--- src/rtl/simt_pkg.sv ---
// ----------------------------------------------------------------------------
// simt_pkg
// Shared codes, field widths and types of the interval merge table.
// ----------------------------------------------------------------------------
package simt_pkg;

    localparam int FUNC_BITS   = 1;
    localparam int STATUS_BITS = 2;
    localparam int MEMBER_BITS = 16;

    typedef logic [FUNC_BITS-1:0]   t_func;
    typedef logic [STATUS_BITS-1:0] t_status;
    typedef logic [MEMBER_BITS-1:0] t_member;

    localparam t_func FUNC_INSERT = 1'b0;
    localparam t_func FUNC_READ   = 1'b1;

    localparam t_status STATUS_OK    = 2'd0;
    localparam t_status STATUS_FULL  = 2'd1;
    localparam t_status STATUS_RANGE = 2'd2;

    localparam t_member MEMBER_MAX = '1;

    localparam logic ALU_ADD = 1'b0;
    localparam logic ALU_SUB = 1'b1;

    typedef struct packed {
        logic sum_lt_c;
        logic a_le_d;
    } t_alu_flags;

endpackage

--- src/rtl/simt_alu.sv ---
// ----------------------------------------------------------------------------
// simt_alu
// Shared add/subtract unit with a compare on the sum and one on operand a.
// ----------------------------------------------------------------------------
module simt_alu #(
    parameter int W = 50
) (
    input  logic                 i_sub,
    input  logic [W-1:0]         i_a,
    input  logic [W-1:0]         i_b,
    input  logic [W-1:0]         i_c,
    input  logic [W-1:0]         i_d,
    output logic [W-1:0]         o_res,
    output simt_pkg::t_alu_flags o_flags
);
    import simt_pkg::*;

    always_comb begin
        o_res            = (i_sub == ALU_SUB) ? (i_a - i_b) : (i_a + i_b);
        o_flags.sum_lt_c = (o_res < i_c);
        o_flags.a_le_d   = (i_a <= i_d);
    end

endmodule

--- config.mk ---
export PLATFORM = sky130hd
export DESIGN_NAME = simt_alu
export DESIGN_NICKNAME = d
export VERILOG_FILES = /design/src/rtl/simt_pkg.sv /design/src/rtl/simt_alu.sv
export SDC_FILE = /design/constraint.sdc
export NUM_CORES = 1
export LEC_CHECK = 0
export ABC_CLOCK_PERIOD_IN_PS = 8900
export BUFFER_PORTS_ARGS = -buffer_cell sky130_fd_sc_hd__buf_2
export CORE_MARGIN = 4
export CORE_UTILIZATION = 40
export DETAILED_ROUTE_END_ITERATION = 7
export PLACE_DENSITY = 0.7
export SETUP_SLACK_MARGIN = 0.1
export SLEW_MARGIN = 20
export SYNTH_ARGS = -nofsm -noshare
export SYNTH_HDL_FRONTEND = slang
export SYNTH_SLANG_ARGS = --single-unit
--- constraint.sdc ---
create_clock -name vclk -period 8.9
set_input_delay 1.78 -clock vclk [all_inputs]
set_output_delay 1.78 -clock vclk [all_outputs]
set_load 0.02 [all_outputs]
==> results of run 1 <==
==> metrics by stage <==
| step | TNS, ns | std cells | setup slack (ns) | total power (uW) | hold WS, ns |
|---|---|---|---|---|---|
| finish | -0.330 | 1532 | -0.330 | 1010 | 3.99 |
| detailed placement | -0.568 | 1530 | -0.568 | 999 | 3.99 |
| CTS | -0.362 | 1532 | -0.362 | 1010 | 3.99 |
| global route | -0.611 | 1532 | -0.611 | 1120 | 4.06 |
| global placement | -0.497 | 1530 | -0.497 | 989 | 4.00 |
| floorplan | -0.335 | 963 | -0.335 | 610 | 3.76 |
==> cell type report <==
class              count  share of cell area
inverters            122              0.0507
repair buffers       382               0.249
multi-input cells    812               0.671
well taps            216              0.0299
==> kinds of logic (layout without fill, tap and decap cells) <==
| kind of cell | after synthesis | after routing |
|---|---|---|
| mux | 1 | 1 |
| compound gates | 290 | 290 |
| buf+inv | 151 | 504 |
| fa+ha+maj | 150 | 150 |
| xor+xnor | 94 | 94 |
| simple gates | 277 | 277 |
==> worst max path at each step <==
stage / from / endpoint / cells after the start
after floorplan: i_b[6] / o_flags[1] / 26
after global placement: i_b[6] / o_flags[1] / 27
after detailed placement: i_b[6] / o_flags[1] / 27
after CTS: i_b[6] / o_flags[1] / 27
after global routing: i_b[7] / o_flags[1] / 27
final: i_b[6] / o_flags[1] / 27
==> routing by layer <==
metal | up-vias | track usage | routed length, um
met1 | 3572 | 0.351 | 11000
met2 | 280 | 0.400 | 10500
li1 | 4155 | - | -
met3 | 14 | 0.0274 | 1730
met5 | - | 0 | 7
met4 | 2 | 0.0123 | 166
==> cell usage in the layout (no fill, tap or decap), drive strengths merged, types with 4 or more instances in the layout <==
master	n
o21ai	42
a211oi	8
buf	382
nand2b	7
xnor2	74
nor3	18
a21o	63
nand3	9
a41oi	4
nand2	56
a31oi	14
a21oi	104
nor2	88
or3	10
o21bai	11
and2	4
nand4	33
o211ai	4
ha	149
a211o	4
nor2b	9
nor4	12
o21a	4
and3	10
or2	7
xor2	20
inv	122
==> tightest hold or removal path: stages <==
cell and delay [ns]:
buf_2 0.12, ha_1 0.14, inv_1 0.04, buf_2 0.14
==> report_power, final <==
| part | internal [uW] | switching (uW) |
|---|---|---|
| logic | 450 | 565 |
| registers | 0 | 0 |
| clock network | 0 | 0 |
| total | 450 | 565 |
==> what timing repair did <==
action                                  CTS  global route
gates resized for setup                   4             9
pin swaps                                13             1
endpoints found under the setup margin    1             1
buffers inserted                          2             0
gates cloned                              0             0
==> metrics.cfg, run 1 <==
[status]
status=finished with violations
violations=setup timing

[sta]
maxSlewViolCount=0
setup_viol=1
fin_crit_ns=9.23
worstMarginPinSlew_ns=0.758
hold_viol=0
rsz0062_at_grt=yes
timing.slew.headroom=0.489
setup_ws_ns=-0.330
clock.fmax_ghz=0.108
fin_crit_sh=1.04

[global_routing]
grt_pass1_vias=7556
grt_max_degree=28
grtUsageTotal=0.241
grt_pass1_wl_mm=36.9
overflow=0
antenna_found_initial=1

[route]
ant_nets=0
drc_errors=0
vias=8023
drtIter0Drc=402
drt_first_pass_iters=5
routed_wl_mm=23.4
vias_per_cell=5.24
routedWlPerCell_um=15.3

[yosys]
synth_area_um2=6580
netlist_instances=963
synthTopCellsByArea=ha_1, xnor2_1, a21oi_1
synth_top_area_frac=0.283
synth_compound_area_frac=0.283
synth-seq-area-share=0
yosys-top-cells-count=ha_1, inv_1, a21oi_1, nor2_1, xnor2_1
syn_nets=1314
post_synth.cell_area_avg_um2=6.83
synth_top_family_by_area=adder cells
synthAdderAreaFrac=0.286
post-synth-top-area-cell=ha_1
synth_mux_area_frac=0.00171
synthDistinctLibCells=69
synth_xor_area_frac=0.126
synth-simple-area-share=0.215
yosysMostFrequentCell=ha_1
ys.warnings.count=0

[floorplanning]
rows=46
num_io_pins=253
die_h_um=136
die_width_um=136
initial_core_util=0.411
dieArea_um2=18600
core_um2=16000

[final_layout]
nFlopsAndLatches=0
multi_input_area_um2=6060
n_clock_buffer=0
synthToLayoutAreaGrowth_pct=37.3
final_core_util=0.565
seqCellArea_um2=0
layout-drive-gt1-share=0.313
nNetsFinal=1669
fillers=1624
final_area_um2=9040
antenna-diode-count=0

[worst_setup_path]
cp_slowest_stage_delay_ns=0.53
slowest_stage=or4_4
critPathMaxFanout=2
required_ns=7.12
critPathArrivalTime_ns=7.45
crit_top_cell=a21o_1
start_kind=input pin
crit_buf_inv=2
endpoint_kind=primary output
critPathKind=input pin to primary output
crit_family=compound AO/OA/AOI/OAI gates

[place]
placed_cell_area_um2=8970
io_buffers=253
place.gp.congestion=0.950
detailed_place_hpwl_mm=21.6

[min_path]
min_path_cells=4
min-delay-start=i_b[0]
hold_end=o_res[0]
hp-class=input pin to primary output

[clock_network]
postCtsHoldBufs=0

[job]
max-cap-violations=0

[power_and_ir_drop]
vdd_drop_max_uv=60.8
p_leak_uw=0.00510
p_per_area_nw_per_um2=112

Note: power is estimated with default switching activity, not from simulation.
==> inputs of run 2 (changes only) <==
--- a/config.mk
+++ b/config.mk
@@ -11,6 +11,7 @@
 export CORE_UTILIZATION = 40
 export DETAILED_ROUTE_END_ITERATION = 7
 export PLACE_DENSITY = 0.7
+export RECOVER_POWER = 25
 export SETUP_SLACK_MARGIN = 0.1
 export SLEW_MARGIN = 20
 export SYNTH_ARGS = -nofsm -noshare
==> metrics.cfg, run 2 (synthesized netlist as in run 1, its figures left out) <==
[final_layout]
nNetsFinal=1669  ; unchanged
final_common_cell=buf_2
synthToLayoutAreaGrowth_pct=37.1
layout-drive-gt1-share=0.304  ; -0.00912
final_cell_mix=buf_2, ha_1, buf_4, inv_1, a21oi_1
seqCellArea_um2=0  ; unchanged
antenna-diode-count=0  ; unchanged
nFlopsAndLatches=0  ; unchanged
n_clock_buffer=0  ; unchanged

[sta]
worstMarginPinSlew_ns=0.756  ; -0.00144 ns
maxSlewViolCount=0  ; unchanged
rsz0062_at_grt=yes
timing.slew.headroom=0.490  ; +0.000972
clock.fmax_ghz=0.108  ; about the same
fin_crit_ns=9.23  ; +0.0000490 ns
hold_viol=0  ; unchanged
fin_crit_sh=1.04  ; about the same
setup_viol=1  ; unchanged
setup_ws_ns=-0.330  ; -0.0000490 ns

[floorplanning]
core_um2=16000  ; unchanged
rows=46  ; unchanged
die_h_um=136  ; unchanged
num_io_pins=253  ; unchanged
die_width_um=136  ; unchanged
initial_core_util=0.411  ; unchanged
dieArea_um2=18600  ; unchanged

[route]
ant_nets=0  ; unchanged
vias_per_cell=5.23  ; about the same
drtIter0Drc=403  ; +0.25%
drt_first_pass_iters=5  ; unchanged
routedWlPerCell_um=15.3  ; about the same
vias=8018  ; -0.062%
routed_wl_mm=23.4  ; about the same
drc_errors=0  ; unchanged

[power_and_ir_drop]
p_clk_frac=0  ; unchanged
p_per_area_nw_per_um2=112  ; -0.21%
fin_total_pwr_uw=1010  ; -0.38%
swShare=0.559  ; +0.00263
intPower_uw=445  ; -0.97%
p_leak_uw=0.00506  ; -0.64%
switching_power_uw=565  ; about the same
comb_power_share=1.000  ; about the same
vdd_drop_max_uv=59.0  ; -3.0%
power_frac_seq=0  ; unchanged

[worst_setup_path]
critPathMaxFanout=2  ; unchanged
start_kind=input pin
endpoint_kind=primary output
critPathArrivalTime_ns=7.45  ; about the same
critPathKind=input pin to primary output
required_ns=7.12  ; about the same

[global_routing]
grtUsageTotal=0.241  ; unchanged
overflow=0  ; unchanged
grt_pass1_vias=7556  ; unchanged
grt_max_degree=28  ; unchanged
antenna_found_initial=1  ; unchanged
grt_pass1_wl_mm=36.9  ; unchanged

[min_path]
hp-class=input pin to primary output
min_path_cells=4  ; unchanged

[status]
status=finished with violations
violations=setup timing

[place]
dp_worst_setup_slack_ns=-0.568  ; unchanged
detailed_place_hpwl_mm=21.6  ; unchanged
place.gp.congestion=0.950  ; unchanged
io_buffers=253  ; unchanged

[clock_network]
postCtsHoldBufs=0  ; unchanged

[job]
max-cap-violations=0  ; unchanged

[run 2: path summary, 6_finish.rpt]
check | from | end | slack [ns]
setup / recovery | i_b[6] | o_flags[1] | -0.33
hold / removal | i_b[0] | o_res[0] | 4.00
[run 2: final cells by class]
cell class / instances / area [um2]
fillers: 1634 / 6980
inverters: 122 / 458
well taps: 216 / 270
repair buffers: 382 / 2230
multi-input cells: 812 / 6060
[run 2: layer usage]
metal / vias to the layer above / track usage / routed length, um
met5: - / 0 / 7
met2: 278 / 0.400 / 10500
met4: 2 / 0.0123 / 154
met3: 12 / 0.0274 / 1740
li1: 4155 / - / -
met1: 3571 / 0.351 / 11000
[run 2: stage by stage]
stage | hold slack [ns] | util | instances | instance area [um2] | setup TNS [ns]
finish | 4.00 | 0.564 | 1532 | 9020 | -0.330
CTS | 3.99 | 0.562 | 1532 | 9000 | -0.362
global placement | 4.00 | 0.560 | 1530 | 8970 | -0.497
global route | 4.08 | 0.564 | 1532 | 9020 | -0.611
floorplan | 3.76 | - | 963 | 6600 | -0.335
detailed placement | 3.99 | 0.560 | 1530 | 8970 | -0.568
[run 2: worst max-delay path: stages]
cell	delay [ns]
buf_6	0.09
or4_4	0.53
or4_4	0.50
nor4_4	0.31
nand2_2	0.12
nor3_4	0.16
a21oi_2	0.08
xnor2_1	0.13
ha_1	0.29
a21o_1	0.20
a21o_1	0.15
a21o_1	0.17
a211o_1	0.28
a221o_1	0.30
a221o_1	0.41
nor2_4	0.16
xnor2_2	0.13
ha_1	0.27
a21o_1	0.16
a21o_1	0.15
a21o_1	0.14
a21o_1	0.16
a21oi_2	0.10
o21ai_1	0.10
nor4_1	0.18
o31a_1	0.25
buf_6	0.14
[run 2: repair_timing]
action / 4_1_cts / 5_1_grt
resized for setup: 4 / 9
buffers inserted: 2 / 0
endpoints found under the setup margin: 1 / 1
pin swaps: 13 / 1
[run 2: power groups by stage]
stage / registers [uW] / clock network [uW] / logic (uW)
after floorplan: 0 / 0 / 610
after global placement: 0 / 0 / 989
after detailed placement: 0 / 0 / 999
after global routing: 0 / 0 / 1120
final: 0 / 0 / 1010
after CTS: 0 / 0 / 1010
==> inputs of run 3 (changes only) <==
--- a/config.mk
+++ b/config.mk
@@ -5,12 +5,13 @@
 export SDC_FILE = /design/constraint.sdc
 export NUM_CORES = 1
 export LEC_CHECK = 0
+export ABC_AREA = 1
 export ABC_CLOCK_PERIOD_IN_PS = 8900
 export BUFFER_PORTS_ARGS = -buffer_cell sky130_fd_sc_hd__buf_2
 export CORE_MARGIN = 4
 export CORE_UTILIZATION = 40
 export DETAILED_ROUTE_END_ITERATION = 7
-export PLACE_DENSITY = 0.7
+export PLACE_DENSITY = 0.68
 export RECOVER_POWER = 25
 export SETUP_SLACK_MARGIN = 0.1
 export SLEW_MARGIN = 20
==> metrics.cfg, run 3 <==
[status]
status=finished, final reports clean

[floorplanning]
die_width_um=149  ; +9.4%
core_um2=19500  ; +22%
num_io_pins=253  ; unchanged
rows=51  ; +11%
die_h_um=149  ; +9.4%
dieArea_um2=22200  ; +20%
initial_core_util=0.407  ; -0.00385

[yosys]
netlist_instances=1495  ; +55%
synthDistinctLibCells=40  ; -42%
ys.warnings.count=0  ; unchanged
synth-seq-area-share=0  ; unchanged
post-synth-top-area-cell=ha_1
synth_top_area_frac=0.234  ; -0.0490
syn_nets=1846  ; +40%
yosys-top-cells-count=nand2_1, inv_1, nor2_1, ha_1, a21oi_1
synth_area_um2=7960  ; +21%
synthTopCellsByArea=ha_1, nand2_1, inv_1
post_synth.cell_area_avg_um2=5.32  ; -22%
yosysMostFrequentCell=nand2_1

[final_layout]
n_clock_buffer=0  ; unchanged
nNetsFinal=2097  ; +26%
stdcell_count=2009  ; +31%
synthToLayoutAreaGrowth_pct=19.7
seqCellArea_um2=0  ; unchanged
layout-drive-gt1-share=0.159  ; -0.145
antenna-diode-count=0  ; unchanged
nFlopsAndLatches=0  ; unchanged
fillers=2205  ; +35%
final_common_cell=nand2_1
final_cell_mix=nand2_1, inv_1, buf_2, nor2_1, ha_1

[clock_network]
cts_resized=0  ; -4
cts_setup_buffers=0  ; -2
postCtsHoldBufs=0  ; unchanged

[route]
routedWlPerCell_um=14.6  ; -4.8%
wl_met2_mm=13.2  ; +25%
drtIter0Drc=473  ; +17%
vias=9894  ; +23%
vias_per_cell=4.92  ; -5.9%
ant_nets=0  ; unchanged
route.met3.wl_mm=2.13  ; +22%
drc_errors=0  ; unchanged
met1_length_mm=13.4  ; +22%
top_layer=met4
routed_wl_mm=29.3  ; +25%
drt_first_pass_iters=5  ; unchanged

[place]
place.gp.congestion=1.00  ; +5.3%
io_buffers=253  ; unchanged
dp_worst_setup_slack_ns=0.803  ; +1.37 ns
dp_cells=2009  ; +31%
detailed_place_hpwl_mm=27.4  ; +27%

[worst_setup_path]
start_kind=input pin
critPathMaxFanout=34  ; +32
critPathKind=input pin to primary output
critPathArrivalTime_ns=6.35  ; -1.10 ns
endpoint_kind=primary output
required_ns=7.12  ; about the same

[sta]
setup_tns_ns=0  ; +0.330 ns
rsz0062_at_grt=no
timing.hold.ws_ns=3.98  ; -0.0262 ns
fin_crit_sh=0.914  ; -0.123
worstMarginPinSlew_ns=1.01  ; +0.252 ns
setup_viol=0  ; -1
fin_crit_ns=8.13  ; -1.10 ns
timing.slew.headroom=0.327  ; -0.164
clock.fmax_ghz=0.123  ; +13%
hold_viol=0  ; unchanged
setup_ws_ns=0.766  ; +1.10 ns
maxSlewViolCount=0  ; unchanged

[global_routing]
grt_pass1_vias=9289  ; +23%
grtUsageTotal=0.253  ; +0.0122
overflow=0  ; unchanged
grt_pass1_wl_mm=45.8  ; +24%
grt_max_degree=35  ; +25%
antenna_found_initial=0  ; -1

[min_path]
hp-class=input pin to primary output
hold_end=o_res[0]
min_path_cells=4  ; unchanged
min-delay-start=i_b[0]

[power_and_ir_drop]
vdd_drop_max_uv=32.6  ; -45%
p_per_area_nw_per_um2=94.9  ; -15%
p_leak_uw=0.00586  ; +16%

[job]
max-cap-violations=0  ; unchanged

[run 3: cell families after synthesis]
kind of cell / count (synthesis) / synth area share
AOI/OAI and AO/OA: 185 / 0.126
xor gates and xnor gates: 72 / 0.0793
adders and majority gates: 150 / 0.237
buffers and inverters: 325 / 0.154
and+or+nand+nor: 763 / 0.404
[run 3: metal layers]
layer	GRT usage	vias to the layer above
li1	-	5216
met1	0.356	4325
met2	0.435	327
met3	0.0152	26
met4	0.0375	0
met5	0	-
[run 3: how the worst max path moves through the flow]
| stage | from | endpoint | cells past startpoint |
|---|---|---|---|
| 2_1_floorplan | i_b[0] | o_flags[1] | 27 |
| 3_5_place_dp | i_sub | o_flags[1] | 26 |
| 6_report | i_sub | o_flags[1] | 27 |
| 4_1_cts | i_sub | o_flags[1] | 26 |
| 5_1_grt | i_sub | o_flags[1] | 26 |
| 3_3_place_gp | i_sub | o_flags[1] | 26 |
[run 3: metrics by stage]
stage	instance area (um2)	utilization	power (uW)
detailed placement	9540	0.489	900
floorplan	7960	-	603
CTS	9540	0.489	904
global placement	9540	0.489	889
global route	9520	0.488	1010
finish	9520	0.488	903
[run 3: final cells by class]
cell class	instances	area (um2)	share of cell area
inverters	320	1200	0.126
multi-input cells	1170	6730	0.707
well taps	265	332	0.0348
repair buffers	254	1260	0.132
[run 3: power breakdown]
| group | internal [uW] | switching [uW] | total (uW) | leakage (uW) |
|---|---|---|---|---|
| sequential | 0 | 0 | 0 | 0 |
| clock | 0 | 0 | 0 | 0 |
| combinational | 312 | 592 | 903 | 0.00586 |
[run 3: worst max-delay path, stage by stage]
cell,delay (ns)
buf_2,0.20
inv_1,0.77
o21ai_0,0.29
nand2_1,0.16
xor2_1,0.14
inv_1,0.06
ha_1,0.39
nand2_1,0.12
nor2_1,0.28
nand2_1,0.14
nor2_1,0.21
nand2_1,0.09
inv_1,0.06
nand2_1,0.05
nand3_1,0.07
nand2_1,0.05
nand2_1,0.08
inv_1,0.05
ha_1,0.30
nand4_1,0.13
nor2_1,0.19
and3_1,0.22
nand3_1,0.08
o21bai_1,0.16
inv_1,0.05
nor2_1,0.05
buf_2,0.15
