==> config.mk <==
export PLATFORM = sky130hd
export DESIGN_NAME = simt_seq_flat
export DESIGN_NICKNAME = d
export VERILOG_FILES = /design/src/rtl/simt_pkg.sv /design/src/rtl/simt_req_if.sv /design/src/rtl/simt_seq.sv /design/src/flat_wrapper.sv
export SDC_FILE = /design/constraint.sdc
export NUM_CORES = 1
export LEC_CHECK = 0
export BUFFER_PORTS_ARGS = -buffer_cell sky130_fd_sc_hd__buf_2
export CAP_MARGIN = 20
export CELL_PAD_IN_SITES_DETAIL_PLACEMENT = 1
export CELL_PAD_IN_SITES_GLOBAL_PLACEMENT = 2
export CORE_MARGIN = 8
export CORE_UTILIZATION = 25
export CTS_CLUSTER_SIZE = 40
export DETAILED_ROUTE_END_ITERATION = 10
export PLACE_DENSITY_LB_ADDON = 0.2
export SYNTH_ARGS = -nofsm -noshare
export SYNTH_HDL_FRONTEND = slang
export SYNTH_SLANG_ARGS = --single-unit
==> constraint.sdc <==
create_clock -name i_clk -period 25.5 [get_ports i_clk]
set_input_delay 5.1 -clock i_clk [delete_from_list [all_inputs] [get_ports i_clk]]
set_output_delay 5.1 -clock i_clk [all_outputs]
set_load 0.1 [all_outputs]
==> src/rtl/simt_pkg.sv <==
// ----------------------------------------------------------------------------
// simt_pkg
// Shared codes, field widths and types of the interval merge table.
// ----------------------------------------------------------------------------
package simt_pkg;

    localparam int FUNC_BITS   = 1;
    localparam int STATUS_BITS = 2;
    localparam int MEMBER_BITS = 16;

    typedef logic [FUNC_BITS-1:0]   t_func;
    typedef logic [STATUS_BITS-1:0] t_status;
    typedef logic [MEMBER_BITS-1:0] t_member;

    localparam t_func FUNC_INSERT = 1'b0;
    localparam t_func FUNC_READ   = 1'b1;

    localparam t_status STATUS_OK    = 2'd0;
    localparam t_status STATUS_FULL  = 2'd1;
    localparam t_status STATUS_RANGE = 2'd2;

    localparam t_member MEMBER_MAX = '1;

    localparam logic ALU_ADD = 1'b0;
    localparam logic ALU_SUB = 1'b1;

    typedef struct packed {
        logic sum_lt_c;
        logic a_le_d;
    } t_alu_flags;

endpackage

==> src/rtl/simt_req_if.sv <==
// ----------------------------------------------------------------------------
// simt_req_if
// Request channel: insert a block or read a table entry.
// ----------------------------------------------------------------------------
interface simt_req_if #(
    parameter int OFFSET_BITS = 48,
    parameter int SIZE_BITS   = 32,
    parameter int POS_BITS    = 6
);
    import simt_pkg::*;

    logic                   valid;
    logic                   ready;
    t_func                  func;
    logic [OFFSET_BITS-1:0] block_offset;
    logic [SIZE_BITS-1:0]   block_size;
    logic [POS_BITS-1:0]    entry_position;

    modport source (
        output valid, func, block_offset, block_size, entry_position,
        input  ready
    );

    modport sink (
        input  valid, func, block_offset, block_size, entry_position,
        output ready
    );

endinterface

==> src/rtl/simt_seq.sv <==
// ----------------------------------------------------------------------------
// simt_seq
// Sequencer: reads entries, or scans the sorted table, merges, shifts entries and writes back.
// ----------------------------------------------------------------------------
module simt_seq #(
    parameter  int MAX_ENTRIES = 64,
    parameter  int OFFSET_BITS = 48,
    parameter  int SIZE_BITS   = 32,
    localparam int POS_BITS    = $clog2(MAX_ENTRIES),
    localparam int CNT_BITS    = $clog2(MAX_ENTRIES + 1),
    localparam int LEN_BITS    = OFFSET_BITS + 1,
    localparam int END_BITS    = (OFFSET_BITS + 2 > SIZE_BITS + 1) ?
                                 OFFSET_BITS + 2 : SIZE_BITS + 1,
    localparam int ENTRY_BITS  = OFFSET_BITS + LEN_BITS + simt_pkg::MEMBER_BITS
) (
    input  logic                   i_clk,
    input  logic                   i_rst_n,
    simt_req_if.sink               i_req,
    output logic                   o_we,
    output logic [POS_BITS-1:0]    o_waddr,
    output logic [ENTRY_BITS-1:0]  o_wdata,
    output logic [POS_BITS-1:0]    o_raddr,
    input  logic [ENTRY_BITS-1:0]  i_rdata,
    output logic                   o_alu_sub,
    output logic [END_BITS-1:0]    o_alu_a,
    output logic [END_BITS-1:0]    o_alu_b,
    output logic [END_BITS-1:0]    o_alu_c,
    output logic [END_BITS-1:0]    o_alu_d,
    input  logic [END_BITS-1:0]    i_alu_res,
    input  simt_pkg::t_alu_flags   i_alu_flags,
    output logic                   o_res_valid,
    input  logic                   i_res_ready,
    output logic [OFFSET_BITS-1:0] o_res_start,
    output logic [LEN_BITS-1:0]    o_res_length,
    output logic [POS_BITS-1:0]    o_res_position,
    output logic [CNT_BITS-1:0]    o_res_total,
    output simt_pkg::t_member      o_res_member,
    output simt_pkg::t_status      o_res_status
);
    import simt_pkg::*;

    localparam logic [3:0] S_IDLE = 4'd0;
    localparam logic [3:0] S_SCAN = 4'd1;
    localparam logic [3:0] S_NS   = 4'd2;
    localparam logic [3:0] S_NE   = 4'd3;
    localparam logic [3:0] S_LEN  = 4'd4;
    localparam logic [3:0] S_MOVE = 4'd5;
    localparam logic [3:0] S_PUT  = 4'd6;
    localparam logic [3:0] S_RD   = 4'd7;
    localparam logic [3:0] S_OUT  = 4'd8;

    logic [3:0]             r_state, n_state;
    logic [CNT_BITS-1:0]    r_used, n_used;
    logic [OFFSET_BITS-1:0] r_s, n_s;
    logic [SIZE_BITS-1:0]   r_sz, n_sz;
    logic [END_BITS-1:0]    r_e, n_e;
    logic [POS_BITS-1:0]    r_idx, n_idx;
    logic [CNT_BITS-1:0]    r_i, n_i;
    logic [CNT_BITS-1:0]    r_k, n_k;
    t_member                r_mem, n_mem;
    logic [OFFSET_BITS-1:0] r_first_start, n_first_start;
    logic [END_BITS-1:0]    r_last_end, n_last_end;
    logic [OFFSET_BITS-1:0] r_ns, n_ns;
    logic [END_BITS-1:0]    r_ne, n_ne;
    logic [LEN_BITS-1:0]    r_len, n_len;
    logic [POS_BITS-1:0]    r_src, n_src;
    logic [POS_BITS-1:0]    r_dst, n_dst;
    logic [CNT_BITS-1:0]    r_cnt, n_cnt;
    logic                   r_down, n_down;
    logic [OFFSET_BITS-1:0] r_res_start, n_res_start;
    logic [LEN_BITS-1:0]    r_res_length, n_res_length;
    logic [POS_BITS-1:0]    r_res_position, n_res_position;
    logic [CNT_BITS-1:0]    r_res_total, n_res_total;
    t_member                r_res_member, n_res_member;
    t_status                r_res_status, n_res_status;

    logic [OFFSET_BITS-1:0] rd_start;
    logic [LEN_BITS-1:0]    rd_len;
    t_member                rd_member;
    logic [MEMBER_BITS:0]   mem_sum;
    t_member                mem_sat;
    logic [CNT_BITS-1:0]    idx_next;
    logic                   scan_last;

    assign rd_start  = i_rdata[ENTRY_BITS-1 -: OFFSET_BITS];
    assign rd_len    = i_rdata[MEMBER_BITS +: LEN_BITS];
    assign rd_member = i_rdata[MEMBER_BITS-1:0];
    assign mem_sum   = {1'b0, r_mem} + {1'b0, rd_member};
    assign mem_sat   = mem_sum[MEMBER_BITS] ? MEMBER_MAX : mem_sum[MEMBER_BITS-1:0];
    assign idx_next  = CNT_BITS'(r_idx) + CNT_BITS'(1);
    assign scan_last = (idx_next == r_used);

    always_comb begin
        n_state        = r_state;
        n_used         = r_used;
        n_s            = r_s;
        n_sz           = r_sz;
        n_e            = r_e;
        n_idx          = r_idx;
        n_i            = r_i;
        n_k            = r_k;
        n_mem          = r_mem;
        n_first_start  = r_first_start;
        n_last_end     = r_last_end;
        n_ns           = r_ns;
        n_ne           = r_ne;
        n_len          = r_len;
        n_src          = r_src;
        n_dst          = r_dst;
        n_cnt          = r_cnt;
        n_down         = r_down;
        n_res_start    = r_res_start;
        n_res_length   = r_res_length;
        n_res_position = r_res_position;
        n_res_total    = r_res_total;
        n_res_member   = r_res_member;
        n_res_status   = r_res_status;
        o_we           = 1'b0;
        o_waddr        = r_dst;
        o_wdata        = i_rdata;
        o_raddr        = r_src;
        o_alu_sub      = ALU_ADD;
        o_alu_a        = '0;
        o_alu_b        = '0;
        o_alu_c        = '0;
        o_alu_d        = '0;
        i_req.ready    = (r_state == S_IDLE);

        case (r_state)
            S_IDLE: begin
                o_alu_a = END_BITS'(i_req.block_offset);
                o_alu_b = END_BITS'(i_req.block_size);
                o_raddr = (i_req.func == FUNC_READ) ? i_req.entry_position : '0;
                if (i_req.valid) begin
                    n_s   = i_req.block_offset;
                    n_sz  = i_req.block_size;
                    n_e   = i_alu_res;
                    n_idx = '0;
                    n_i   = '0;
                    n_k   = '0;
                    n_mem = MEMBER_BITS'(1);
                    if (i_req.func == FUNC_READ) begin
                        n_idx = i_req.entry_position;
                        if (CNT_BITS'(i_req.entry_position) < r_used) begin
                            n_state = S_RD;
                        end else begin
                            n_res_start    = '0;
                            n_res_length   = '0;
                            n_res_position = '0;
                            n_res_total    = r_used;
                            n_res_member   = '0;
                            n_res_status   = STATUS_RANGE;
                            n_state        = S_OUT;
                        end
                    end else begin
                        n_state = (r_used == '0) ? S_NS : S_SCAN;
                    end
                end
            end
            S_SCAN: begin
                o_alu_a = END_BITS'(rd_start);
                o_alu_b = END_BITS'(rd_len);
                o_alu_c = END_BITS'(r_s);
                o_alu_d = r_e;
                o_raddr = POS_BITS'(idx_next);
                n_idx   = POS_BITS'(idx_next);
                if (i_alu_flags.sum_lt_c) begin
                    n_i = idx_next;
                    if (scan_last) begin
                        n_state = S_NS;
                    end
                end else if (i_alu_flags.a_le_d) begin
                    if (r_k == '0) begin
                        n_first_start = rd_start;
                    end
                    n_last_end = i_alu_res;
                    n_k        = r_k + CNT_BITS'(1);
                    n_mem      = mem_sat;
                    if (scan_last) begin
                        n_state = S_NS;
                    end
                end else begin
                    n_state = S_NS;
                end
            end
            S_NS: begin
                o_alu_a = END_BITS'(r_first_start);
                o_alu_c = END_BITS'(r_s);
                n_ns    = ((r_k != '0) && i_alu_flags.sum_lt_c) ? r_first_start : r_s;
                n_state = S_NE;
                if ((r_k == '0) && (r_used == CNT_BITS'(MAX_ENTRIES))) begin
                    n_res_start    = r_s;
                    n_res_length   = LEN_BITS'(r_sz);
                    n_res_position = POS_BITS'(r_i);
                    n_res_total    = r_used;
                    n_res_member   = '0;
                    n_res_status   = STATUS_FULL;
                    n_state        = S_OUT;
                end
            end
            S_NE: begin
                o_alu_a = r_last_end;
                o_alu_d = r_e;
                n_ne    = ((r_k != '0) && !i_alu_flags.a_le_d) ? r_last_end : r_e;
                if (r_k == '0) begin
                    n_down = 1'b1;
                    n_src  = POS_BITS'(r_used - CNT_BITS'(1));
                    n_dst  = POS_BITS'(r_used);
                    n_cnt  = r_used - r_i;
                end else begin
                    n_down = 1'b0;
                    n_src  = POS_BITS'(r_i + r_k);
                    n_dst  = POS_BITS'(r_i + CNT_BITS'(1));
                    n_cnt  = (r_k == CNT_BITS'(1)) ? '0 : (r_used - r_i - r_k);
                end
                n_state = S_LEN;
            end
            S_LEN: begin
                o_alu_sub = ALU_SUB;
                o_alu_a   = r_ne;
                o_alu_b   = END_BITS'(r_ns);
                n_len     = i_alu_res[LEN_BITS-1:0];
                o_raddr   = r_src;
                n_src     = r_down ? (r_src - POS_BITS'(1)) : (r_src + POS_BITS'(1));
                n_state   = (r_cnt == '0) ? S_PUT : S_MOVE;
            end
            S_MOVE: begin
                o_raddr = r_src;
                n_src   = r_down ? (r_src - POS_BITS'(1)) : (r_src + POS_BITS'(1));
                o_we    = 1'b1;
                o_waddr = r_dst;
                o_wdata = i_rdata;
                n_dst   = r_down ? (r_dst - POS_BITS'(1)) : (r_dst + POS_BITS'(1));
                n_cnt   = r_cnt - CNT_BITS'(1);
                if (r_cnt == CNT_BITS'(1)) begin
                    n_state = S_PUT;
                end
            end
            S_PUT: begin
                o_we           = 1'b1;
                o_waddr        = POS_BITS'(r_i);
                o_wdata        = {r_ns, r_len, r_mem};
                n_used         = r_used - r_k + CNT_BITS'(1);
                n_res_start    = r_ns;
                n_res_length   = r_len;
                n_res_position = POS_BITS'(r_i);
                n_res_total    = r_used - r_k + CNT_BITS'(1);
                n_res_member   = r_mem;
                n_res_status   = STATUS_OK;
                n_state        = S_OUT;
            end
            S_RD: begin
                n_res_start    = rd_start;
                n_res_length   = rd_len;
                n_res_position = r_idx;
                n_res_total    = r_used;
                n_res_member   = rd_member;
                n_res_status   = STATUS_OK;
                n_state        = S_OUT;
            end
            S_OUT: begin
                if (i_res_ready) begin
                    n_state = S_IDLE;
                end
            end
            default: begin
                n_state = S_IDLE;
            end
        endcase
    end

    always_ff @(posedge i_clk) begin
        if (!i_rst_n) begin
            r_state <= S_IDLE;
            r_used  <= '0;
        end else begin
            r_state <= n_state;
            r_used  <= n_used;
        end
    end

    always_ff @(posedge i_clk) begin
        r_s            <= n_s;
        r_sz           <= n_sz;
        r_e            <= n_e;
        r_idx          <= n_idx;
        r_i            <= n_i;
        r_k            <= n_k;
        r_mem          <= n_mem;
        r_first_start  <= n_first_start;
        r_last_end     <= n_last_end;
        r_ns           <= n_ns;
        r_ne           <= n_ne;
        r_len          <= n_len;
        r_src          <= n_src;
        r_dst          <= n_dst;
        r_cnt          <= n_cnt;
        r_down         <= n_down;
        r_res_start    <= n_res_start;
        r_res_length   <= n_res_length;
        r_res_position <= n_res_position;
        r_res_total    <= n_res_total;
        r_res_member   <= n_res_member;
        r_res_status   <= n_res_status;
    end

    assign o_res_valid    = (r_state == S_OUT);
    assign o_res_start    = r_res_start;
    assign o_res_length   = r_res_length;
    assign o_res_position = r_res_position;
    assign o_res_total    = r_res_total;
    assign o_res_member   = r_res_member;
    assign o_res_status   = r_res_status;

endmodule

==> src/flat_wrapper.sv <==
// flat-port wrapper written by rule: the top's interface ports become plain ports
module simt_seq_flat import simt_pkg::*;
#(
    parameter  int MAX_ENTRIES = 64,
    parameter  int OFFSET_BITS = 48,
    parameter  int SIZE_BITS   = 32,
    localparam int POS_BITS    = $clog2(MAX_ENTRIES),
    localparam int CNT_BITS    = $clog2(MAX_ENTRIES + 1),
    localparam int LEN_BITS    = OFFSET_BITS + 1,
    localparam int END_BITS    = (OFFSET_BITS + 2 > SIZE_BITS + 1) ?
                                 OFFSET_BITS + 2 : SIZE_BITS + 1,
    localparam int ENTRY_BITS  = OFFSET_BITS + LEN_BITS + simt_pkg::MEMBER_BITS
)
  (i_clk, i_rst_n, o_we, o_waddr, o_wdata, o_raddr, i_rdata, o_alu_sub, o_alu_a, o_alu_b, o_alu_c, o_alu_d, i_alu_res, i_alu_flags, o_res_valid, i_res_ready, o_res_start, o_res_length, o_res_position, o_res_total, o_res_member, o_res_status, i_req_valid, i_req_func, i_req_block_offset, i_req_block_size, i_req_entry_position, i_req_ready);
  simt_req_if #(.OFFSET_BITS(OFFSET_BITS), .SIZE_BITS(SIZE_BITS)) i_req_i ();
  input  logic i_clk;
  input  logic i_rst_n;
  output logic o_we;
  output logic [POS_BITS-1:0] o_waddr;
  output logic [ENTRY_BITS-1:0] o_wdata;
  output logic [POS_BITS-1:0] o_raddr;
  input  logic [ENTRY_BITS-1:0] i_rdata;
  output logic o_alu_sub;
  output logic [END_BITS-1:0] o_alu_a;
  output logic [END_BITS-1:0] o_alu_b;
  output logic [END_BITS-1:0] o_alu_c;
  output logic [END_BITS-1:0] o_alu_d;
  input  logic [END_BITS-1:0] i_alu_res;
  input  simt_pkg::t_alu_flags i_alu_flags;
  output logic o_res_valid;
  input  logic i_res_ready;
  output logic [OFFSET_BITS-1:0] o_res_start;
  output logic [LEN_BITS-1:0] o_res_length;
  output logic [POS_BITS-1:0] o_res_position;
  output logic [CNT_BITS-1:0] o_res_total;
  output simt_pkg::t_member o_res_member;
  output simt_pkg::t_status o_res_status;
  input wire logic [$bits(i_req_i.valid)-1:0] i_req_valid;
  input wire logic [$bits(i_req_i.func)-1:0] i_req_func;
  input wire logic [$bits(i_req_i.block_offset)-1:0] i_req_block_offset;
  input wire logic [$bits(i_req_i.block_size)-1:0] i_req_block_size;
  input wire logic [$bits(i_req_i.entry_position)-1:0] i_req_entry_position;
  output wire logic [$bits(i_req_i.ready)-1:0] i_req_ready;
  assign i_req_i.valid = i_req_valid;
  assign i_req_i.func = i_req_func;
  assign i_req_i.block_offset = i_req_block_offset;
  assign i_req_i.block_size = i_req_block_size;
  assign i_req_i.entry_position = i_req_entry_position;
  assign i_req_ready = i_req_i.ready;
  simt_seq #(.MAX_ENTRIES(MAX_ENTRIES), .OFFSET_BITS(OFFSET_BITS), .SIZE_BITS(SIZE_BITS)) u_core (.i_clk(i_clk), .i_rst_n(i_rst_n), .i_req(i_req_i), .o_we(o_we), .o_waddr(o_waddr), .o_wdata(o_wdata), .o_raddr(o_raddr), .i_rdata(i_rdata), .o_alu_sub(o_alu_sub), .o_alu_a(o_alu_a), .o_alu_b(o_alu_b), .o_alu_c(o_alu_c), .o_alu_d(o_alu_d), .i_alu_res(i_alu_res), .i_alu_flags(i_alu_flags), .o_res_valid(o_res_valid), .i_res_ready(i_res_ready), .o_res_start(o_res_start), .o_res_length(o_res_length), .o_res_position(o_res_position), .o_res_total(o_res_total), .o_res_member(o_res_member), .o_res_status(o_res_status));
endmodule
==> impl_metrics.json <==
{
  "synth_warnings": 0,
  "synth_area_leaders": "edfxtp_1 (61%), nand2_1 (7.6%), a22oi_1 (3.5%), ha_1 (2.9%), a222oi_1 (2.9%)",
  "start_util_pct": 25.09,
  "slew_headroom_pct": 25.50,
  "crit_path_max_fanout": 16,
  "postCtsHoldBufs": 0,
  "synth_flop_cell": "edfxtp_1",
  "area_growth_pct": 26.93,
  "hold_viol": 0,
  "rsz0062_at_grt": "false",
  "synth_common_cells": "edfxtp_1 (559), nand2_1 (557), inv_1 (136)",
  "grt_start_max_net_pins": 105,
  "synthArstFlopShare_pct": 0,
  "worstPathRequired_ns": 20.40,
  "cts-resized-gates": 0,
  "drive_gt1_share_pct": 29.73,
  "route.detailed.drc": 0,
  "yosysUniqueCellTypes": 64,
  "routed_via_density": 4.923,
  "fp.dieH_um": 348.6,
  "grt_pass1_wl_um": 184300,
  "worst_pin_slew_ns": 1.117,
  "ctsRootBufferMaster": "clkbuf_16",
  "post_cts_buffers": 0,
  "wl_per_cell_um": 28.42,
  "layout.nets": 3348,
  "cts_inserted_buffers": 71,
  "num_vias": 22550,
  "crit_buf_inv": 2,
  "fmax_mhz": 89.45,
  "dr.pass1.iters": 9,
  "cp_top_family": "buffers and inverters",
  "crit_type": "input port to primary output",
  "syn-instance-count": 2350,
  "h-tree-depth": 3,
  "tns_ns": 0,
  "outcome": "completed",
  "layout_min_cycle_time_ns": 11.18,
  "synth_area_um2": 27660,
  "grt_overflow": 0,
  "ys_seq_area_share_pct": 61.49,
  "netlist.area_leader.share_pct": 60.69,
  "synth-edff-count": 559,
  "io_pins": 713,
  "setup_viol": 0,
  "synth_seq_cells": 570,
  "die_x_um": 348.6,
  "finClkSkew_ns": 0.03478,
  "start_kind": "input port",
  "wirelength_um": 130200,
  "clock_path_buffers": 3,
  "dieArea_um2": 121500,
  "yosysMostFrequentCell": "edfxtp_1",
  "fin_crit_sh_pct": 43.84,
  "std_cell_rows": 122,
  "first_global_vias": 24190,
  "clk_latency_ns": 0.64,
  "io_buffers": 709,
  "finish.utilization_pct": 31.85,
  "synth_top_cell_by_area": "edfxtp_1",
  "cts_tree": "done",
  "hpwl_um": 92810,
  "holdCritPathClass": "flip-flop to flip-flop",
  "slowest_stage": "buf_2",
  "arrival_ns": 6.08,
  "postRouteAntennaNets": 0,
  "crit_chain": "buf_2, a32oi_1, o21ai_0, buf_2",
  "core_um2": 110200,
  "syn_avg_cell_area_um2": 11.77,
  "routabilityCongestion": 0.8646,
  "grt_usage_pct": 20.55,
  "antenna_found_initial": 36,
  "crit_path_max_incr_delay_ns": 0.45,
  "path_clk_slew_ns": 0.06,
  "drtIter0Drc": 1755,
  "crit_top_cell": "buf_2",
  "cp-end-kind": "primary output",
  "drv_cap": 0,
  "finalMaxSlewViolations": 0,
  "cts_num_sinks": 570
}
metrics by stage:
stage	setup WS (ns)	std cells	cell area [µm²]	hold slack, ns
floorplan	9.622	2352	27660	0.4953
global placement	14.28	4432	32780	0.5187
detailed placement	14.32	4433	32810	0.5327
CTS	14.32	4560	35020	0.5417
global route	14.25	4572	35080	0.5630
finish	14.32	4581	35100	0.5402
worst register-to-register path, stage by stage (launching register included):
cell	delay, ns
edfxtp_1	0.50
or4_1	0.58
nor2_2	0.16
nand2_2	0.38
inv_2	0.49
a31oi_2	0.25
a221oi_4	0.24
buf_4	0.65
buf_4	0.92
cells by family (layout without fill, tap and decap cells):
kind of cell / Yosys count / count (layout) / synth area share [%]
simple gates: 834 / 834 / 13.11
flops: 570 / 570 / 61.49
compound gates: 414 / 414 / 11.34
buf+inv: 285 / 1007 / 4.180
mux: 102 / 102 / 4.140
fa+ha+maj: 72 / 72 / 3.447
xor+xnor: 72 / 72 / 2.280
other cells: 1 / 22 / 0.01356
registers in the layout (all words and copies together), names as in the netlist, 16 cells and up:
name,cells
u_core.r_e,50
u_core.r_last_end,50
u_core.r_ne,50
u_core.o_res_length,49
u_core.r_len,49
u_core.o_res_start,48
u_core.r_first_start,48
u_core.r_ns,48
u_core.r_s,48
u_core.r_sz,32
u_core.o_res_member,16
u_core.r_mem,16
path summary, 6_finish.rpt:
check                           slack (ns)           start  depth (start not counted)                       to
worst max register to register       20.87   u_core.r_k[2]                          8  u_core.o_res_length[48]
worst max-delay path                 14.32      i_req_func                          4               o_raddr[3]
worst min-delay path                  0.54  u_core.r_sz[4]                          2   u_core.o_res_length[4]
worst min register to register        0.54  u_core.r_sz[4]                          2   u_core.o_res_length[4]
layout by cell type, fill, tap and decap left out, drive strengths merged, types with 4 or more instances in the layout:
cell	count
a211oi	7
a21o	16
a21oi	65
a221oi	8
a222oi	80
a22o	29
a22oi	128
a31o	4
a32oi	5
and2	60
and3	58
buf	742
clkbuf	89
clkinv	33
dfxtp	11
diode	19
edfxtp	559
fa	7
ha	65
inv	139
mux2	99
nand2	558
nand2b	8
nand3	63
nand4	4
nor2	49
nor2b	9
nor3	13
o211ai	8
o21ai	38
o21bai	7
or3	4
xnor2	51
xor2	21
metal layers:
layer	global-route usage, %	vias to the layer above	routed length [µm]
met5	0	-	82
li1	-	10000	-
met3	4.803	173	9137
met2	35.77	901	65150
met1	24.87	11460	52200
met4	7.020	12	3638
layout make-up:
cell class                      count  area, µm²
Antenna cell                       19      47.55
Clock buffer                       89       1908
Clock inverter                     38      305.3
Fill cell                       12320      75110
Inverter                          138      528.0
Multi-Input combinational cell   1497       9598
Sequential cell                   570      17010
Tap cell                         1488       1862
Timing Repair Buffer              742       3845
Power is not shown: default switching activity piles up to over one toggle a cycle in this logic, so the estimate is an artifact.
